`config.mk`:
```
export PLATFORM = sky130hd
export DESIGN_NAME = cu_front
export DESIGN_NICKNAME = d
export VERILOG_FILES = /design/src/design/cu_pkg.sv /design/src/design/cu_front.sv
export SDC_FILE = /design/constraint.sdc
export NUM_CORES = 1
export LEC_CHECK = 0
export BUFFER_PORTS_ARGS = -buffer_cell sky130_fd_sc_hd__buf_4
export CAP_MARGIN = 20
export CORE_MARGIN = 4
export CORE_UTILIZATION = 40
export CTS_CLUSTER_DIAMETER = 100
export DETAILED_ROUTE_END_ITERATION = 8
export SLEW_MARGIN = 20
export SYNTH_ARGS = -nofsm -noshare
export SYNTH_HDL_FRONTEND = slang
export SYNTH_SLANG_ARGS = --single-unit
```
`constraint.sdc`:
```
create_clock -name clk -period 3.3 [get_ports clk]
set_input_delay 0.66 -clock clk [delete_from_list [all_inputs] [get_ports clk]]
set_output_delay 0.66 -clock clk [all_outputs]
set_load 0.005 [all_outputs]
```
`src/design/cu_pkg.sv`:
```
// shared types and constants for the combination unranker
`timescale 1ns / 1ps
package cu_pkg;
	// saturated binomial value: 33 bits, 2^32 means "2^32 or more"
	localparam int BW = 33;
	typedef logic [BW-1:0] binom_t;

	// configuration register indexes
	localparam logic CFG_SET_N  = 1'b0;
	localparam logic CFG_PICK_K = 1'b1;

	// back end sequencer states
	typedef enum logic [1:0] {
		ST_IDLE,
		ST_CHECK,
		ST_WALK,
		ST_EMIT
	} bk_state_t;
endpackage

```
`src/design/cu_front.sv`:
```
// input stage and short queue of ranks with the configuration captured per item
`timescale 1ns / 1ps
module cu_front
	import cu_pkg::*;
#(
	parameter int NW = 7,
	parameter int KW = 5
) (
	input  logic          clk,
	input  logic          arst_n,
	input  logic          in_valid,
	output logic          in_ready,
	input  logic [31:0]   in_rank,
	input  logic [NW-1:0] n_cfg,
	input  logic [KW-1:0] k_cfg,
	input  logic          bad_cfg,
	output logic          q_valid,
	input  logic          q_ready,
	output logic [31:0]   q_rank,
	output logic [NW-1:0] q_n,
	output logic [KW-1:0] q_k,
	output logic          q_bad
);
	// two-entry queue
	logic [31:0]   rank_q [2];
	logic [NW-1:0] n_q [2];
	logic [KW-1:0] k_q [2];
	logic          bad_q [2];
	logic          wp_q, rp_q;
	logic [1:0]    cnt_q;
	logic          push, pop;

	assign in_ready = (cnt_q != 2'd2);
	assign q_valid  = (cnt_q != 2'd0);
	assign push     = in_valid && in_ready;
	assign pop      = q_valid && q_ready;
	assign q_rank   = rank_q[rp_q];
	assign q_n      = n_q[rp_q];
	assign q_k      = k_q[rp_q];
	assign q_bad    = bad_q[rp_q];

	// pointer and count
	always_ff @(posedge clk or negedge arst_n) begin
		if (!arst_n) begin
			wp_q  <= 1'b0;
			rp_q  <= 1'b0;
			cnt_q <= 2'd0;
		end else begin
			if (push) wp_q <= ~wp_q;
			if (pop) rp_q <= ~rp_q;
			cnt_q <= cnt_q + {1'b0, push} - {1'b0, pop};
		end
	end

	// entry storage
	always_ff @(posedge clk) begin
		if (push) begin
			rank_q[wp_q] <= in_rank;
			n_q[wp_q]    <= n_cfg;
			k_q[wp_q]    <= k_cfg;
			bad_q[wp_q]  <= bad_cfg;
		end
	end
endmodule

```
==> flow_metrics.env <==
export IMPL_wl_per_cell_um=16.63
export IMPL_grt_pass1_vias=1885
export IMPL_vias=1775
export IMPL_worst_skew_pair_late_latency_ns=0.34
export IMPL_reg2reg_depth=3
export IMPL_grt_pass1_wl_um=9315
export IMPL_n_fill_cell=715
export IMPL_clkSinkCount=94
export IMPL_status="finished clean"
export IMPL_postLayoutCellArea_um2=4642
export IMPL_final_util_pct=52.97
export IMPL_ir_drop_mv=0.5566
export IMPL_die_area_um2=10610
export IMPL_ys_ff_latch=94
export IMPL_die_w_um=103.0
export IMPL_syn_avg_cell_area_um2=23.00
export IMPL_min_period_ns=2.573
export IMPL_cp_depth=3
export IMPL_antenna_found_initial=0
export IMPL_path_max_fanout=30
export IMPL_setup_worst_path_start_class="flip-flop"
export IMPL_tns_ns=0
export IMPL_yosys_top_cells_area="edfxtp_1 (75%), mux2_4 (16%), dfrtp_1 (2.8%), mux2_2 (1.9%), buf_6 (1.6%)"
export IMPL_placementRows=34
export IMPL_critical_path_cell_chain="buf_12, mux2_2, buf_4"
export IMPL_first_iter_violations=40
export IMPL_powerDensity_nw_per_um2=819.3
export IMPL_drv_slew=0
export IMPL_syn2layout_area_growth_pct=28.55
export IMPL_worstMarginPinSlew_ns=0.5513
export IMPL_overflow=0
export IMPL_fp_dieH_um=103.0
export IMPL_drc=0
export IMPL_timing_final_crit_share_pct=77.95
export IMPL_cap_viol_max_count=0
export IMPL_htree_levels=3
export IMPL_initial_utilization_pct=41.21
export IMPL_p_leak_nw=1.851
export IMPL_gpl_final_weighted_congestion=0.6851
export IMPL_antenna_cells=0
export IMPL_syn_inst=157
export IMPL_post_drt_via_cell_ratio=4.746
export IMPL_fmax_ghz=0.3887
export IMPL_synth_fp_nets=208
export IMPL_tritoncts="done"
export IMPL_synth_area_um2=3611
export IMPL_rsz0062_at_grt="no"
export IMPL_grt_max_degree=34
export IMPL_cpMaxStageDelayCell="dfrtp_2"
export IMPL_grt_usage_pct=11.96
export IMPL_r2r_slack_ns=1.47
export IMPL_skew_ns=0.007310
export IMPL_yosysSeqAreaShare_pct=77.62
export IMPL_hpwl_um=4217
export IMPL_arrival_ns=1.91
export IMPL_coreArea_um2=8763
export IMPL_crit_end="q_k[4]"
export IMPL_crit_buf_inv=2
export IMPL_cts_buffer_depth=2
export IMPL_hold_buffers=0
export IMPL_pin_count=96
export IMPL_io_buffers=95
export IMPL_rr_endpoint="rank_q[1][12]$_DFFE_PP_"
export IMPL_cp_top_family="flip-flops"
export IMPL_critPathMaxStageDelay_ns=0.72
export IMPL_hold_path_class="input pin to asynchronous set/reset pin"
export IMPL_cts_inserted_buffers=9
export IMPL_max_slew_margin_pct=63.25
export IMPL_yosysTopAreaCell="edfxtp_1"
export IMPL_synth_top_cell_area_share_pct=74.84
export IMPL_drt_total_wl_um=6220
export IMPL_r2r_start="cnt_q[1]$_DFF_PN0_"
export IMPL_yosysWarnings=0
export IMPL_layout_drive_gt1_share_pct=60.53
export IMPL_startpoint="rp_q$_DFFE_PN0P_"
export IMPL_postCtsSetupBuffers=0
export IMPL_first_pass_iters=4
export IMPL_cts_root_buf="clkbuf_8"
export IMPL_clk_pin_slew_worst_paths_ns=0.08
export IMPL_endpoint_kind="primary output"
export IMPL_fin_nets=312
export IMPL_ys_types=15
export IMPL_path_class="flip-flop to primary output"
export IMPL_antenna_left=0
export IMPL_dpl_cell_area_um2=4461
export IMPL_finalSetupViolCount=0
export IMPL_cts_resized=0
export IMPL_cp_required_ns=2.64
export IMPL_hold_viol_final=0
## how the worst min path moves through the flow
| stage | end | slack [ns] | depth (start not counted) |
|---|---|---|---|
| 2_1_floorplan | cnt_q[0]$_DFF_PN0_ | 0.36 | 0 |
| 6_report | cnt_q[0]$_DFF_PN0_ | 0.09 | 1 |
| 3_3_place_gp | cnt_q[0]$_DFF_PN0_ | 0.46 | 1 |
| 5_1_grt | cnt_q[0]$_DFF_PN0_ | 0.06 | 1 |
| 4_1_cts | cnt_q[0]$_DFF_PN0_ | 0.07 | 1 |
| 3_5_place_dp | cnt_q[0]$_DFF_PN0_ | 0.46 | 1 |
## cells in the mapped netlist (all sizes together)
cell    number
xnor2        3
nand2b       1
and2         1
and3         1
buf          5
inv          1
or2          1
edfxtp      90
ha           2
mux2        45
nand2        1
xor2         1
dfrtp        4
nor2         1
## through the flow
step | hold WS, ns | std cells | worst slack [ns] | power [mW]
floorplan | 0.3644 | 157 | 0.2072 | 2.571
global placement | 0.4639 | 358 | 1.098 | 3.143
detailed placement | 0.4588 | 358 | 1.077 | 3.162
CTS | 0.07282 | 374 | 0.6838 | 3.879
global route | 0.05739 | 374 | 0.6159 | 4.033
finish | 0.09289 | 374 | 0.7275 | 3.803
## cells in the final DEF (no fill, tap or decap), types with 2 or more instances in the layout
| cell type | Yosys | routed |
|---|---|---|
| edfxtp_1 | 90 | 90 |
| mux2_4 | 39 | 39 |
| clkinv_2 | 0 | 4 |
| clkbuf_8 | 0 | 9 |
| buf_4 | 0 | 96 |
| clkbuf_1 | 0 | 2 |
| ha_1 | 2 | 2 |
| mux2_2 | 6 | 6 |
| xnor2_1 | 3 | 3 |
| dfrtp_1 | 4 | 3 |
| buf_12 | 0 | 2 |
## kinds of logic after synthesis
kind of cell	Yosys count	share of synthesized area, %
xor+xnor	4	0.9704
simple gates	6	0.9704
mux	45	18.09
buf+inv	6	1.663
flops	94	77.62
fa+ha+maj	2	0.6929
## routing by layer
| metal | part of all wire, % | vias up | GRT usage (%) |
|---|---|---|---|
| li1 | - | 818 | - |
| met1 | 41 | 884 | 14.04 |
| met2 | 48 | 66 | 19.34 |
| met3 | 9.3 | 7 | 5.886 |
| met4 | 0.95 | 0 | 3.785 |
| met5 | 0 | - | 0 |
## power by group
group          leakage, nW  internal [mW]  switching, mW
Sequential           0.881           1.63          0.128
Clock               0.0968          0.346          0.362
Combinational        0.873          0.817          0.518
Total                 1.85           2.79           1.01
## flip-flops by register name, summed over array words and instances (netlist names)
| signal | cells |
|---|---|
| bad_q | 2 |
| cnt_q | 2 |
| k_q | 10 |
| n_q | 14 |
| rank_q | 64 |
| rp_q | 1 |
| wp_q | 1 |
## layout make-up
cell class,instances,area (um^2),area share (%)
clock inverters,5,50.05,1.078
flip-flops and latches,94,2804,60.40
multi-input cells,57,757.0,16.31
inverters,1,3.754,0.08086
repair buffers,98,760.7,16.39
well taps,108,135.1,2.911
clock buffers,11,131.4,2.830
Note: power is estimated with default switching activity, not from simulation.
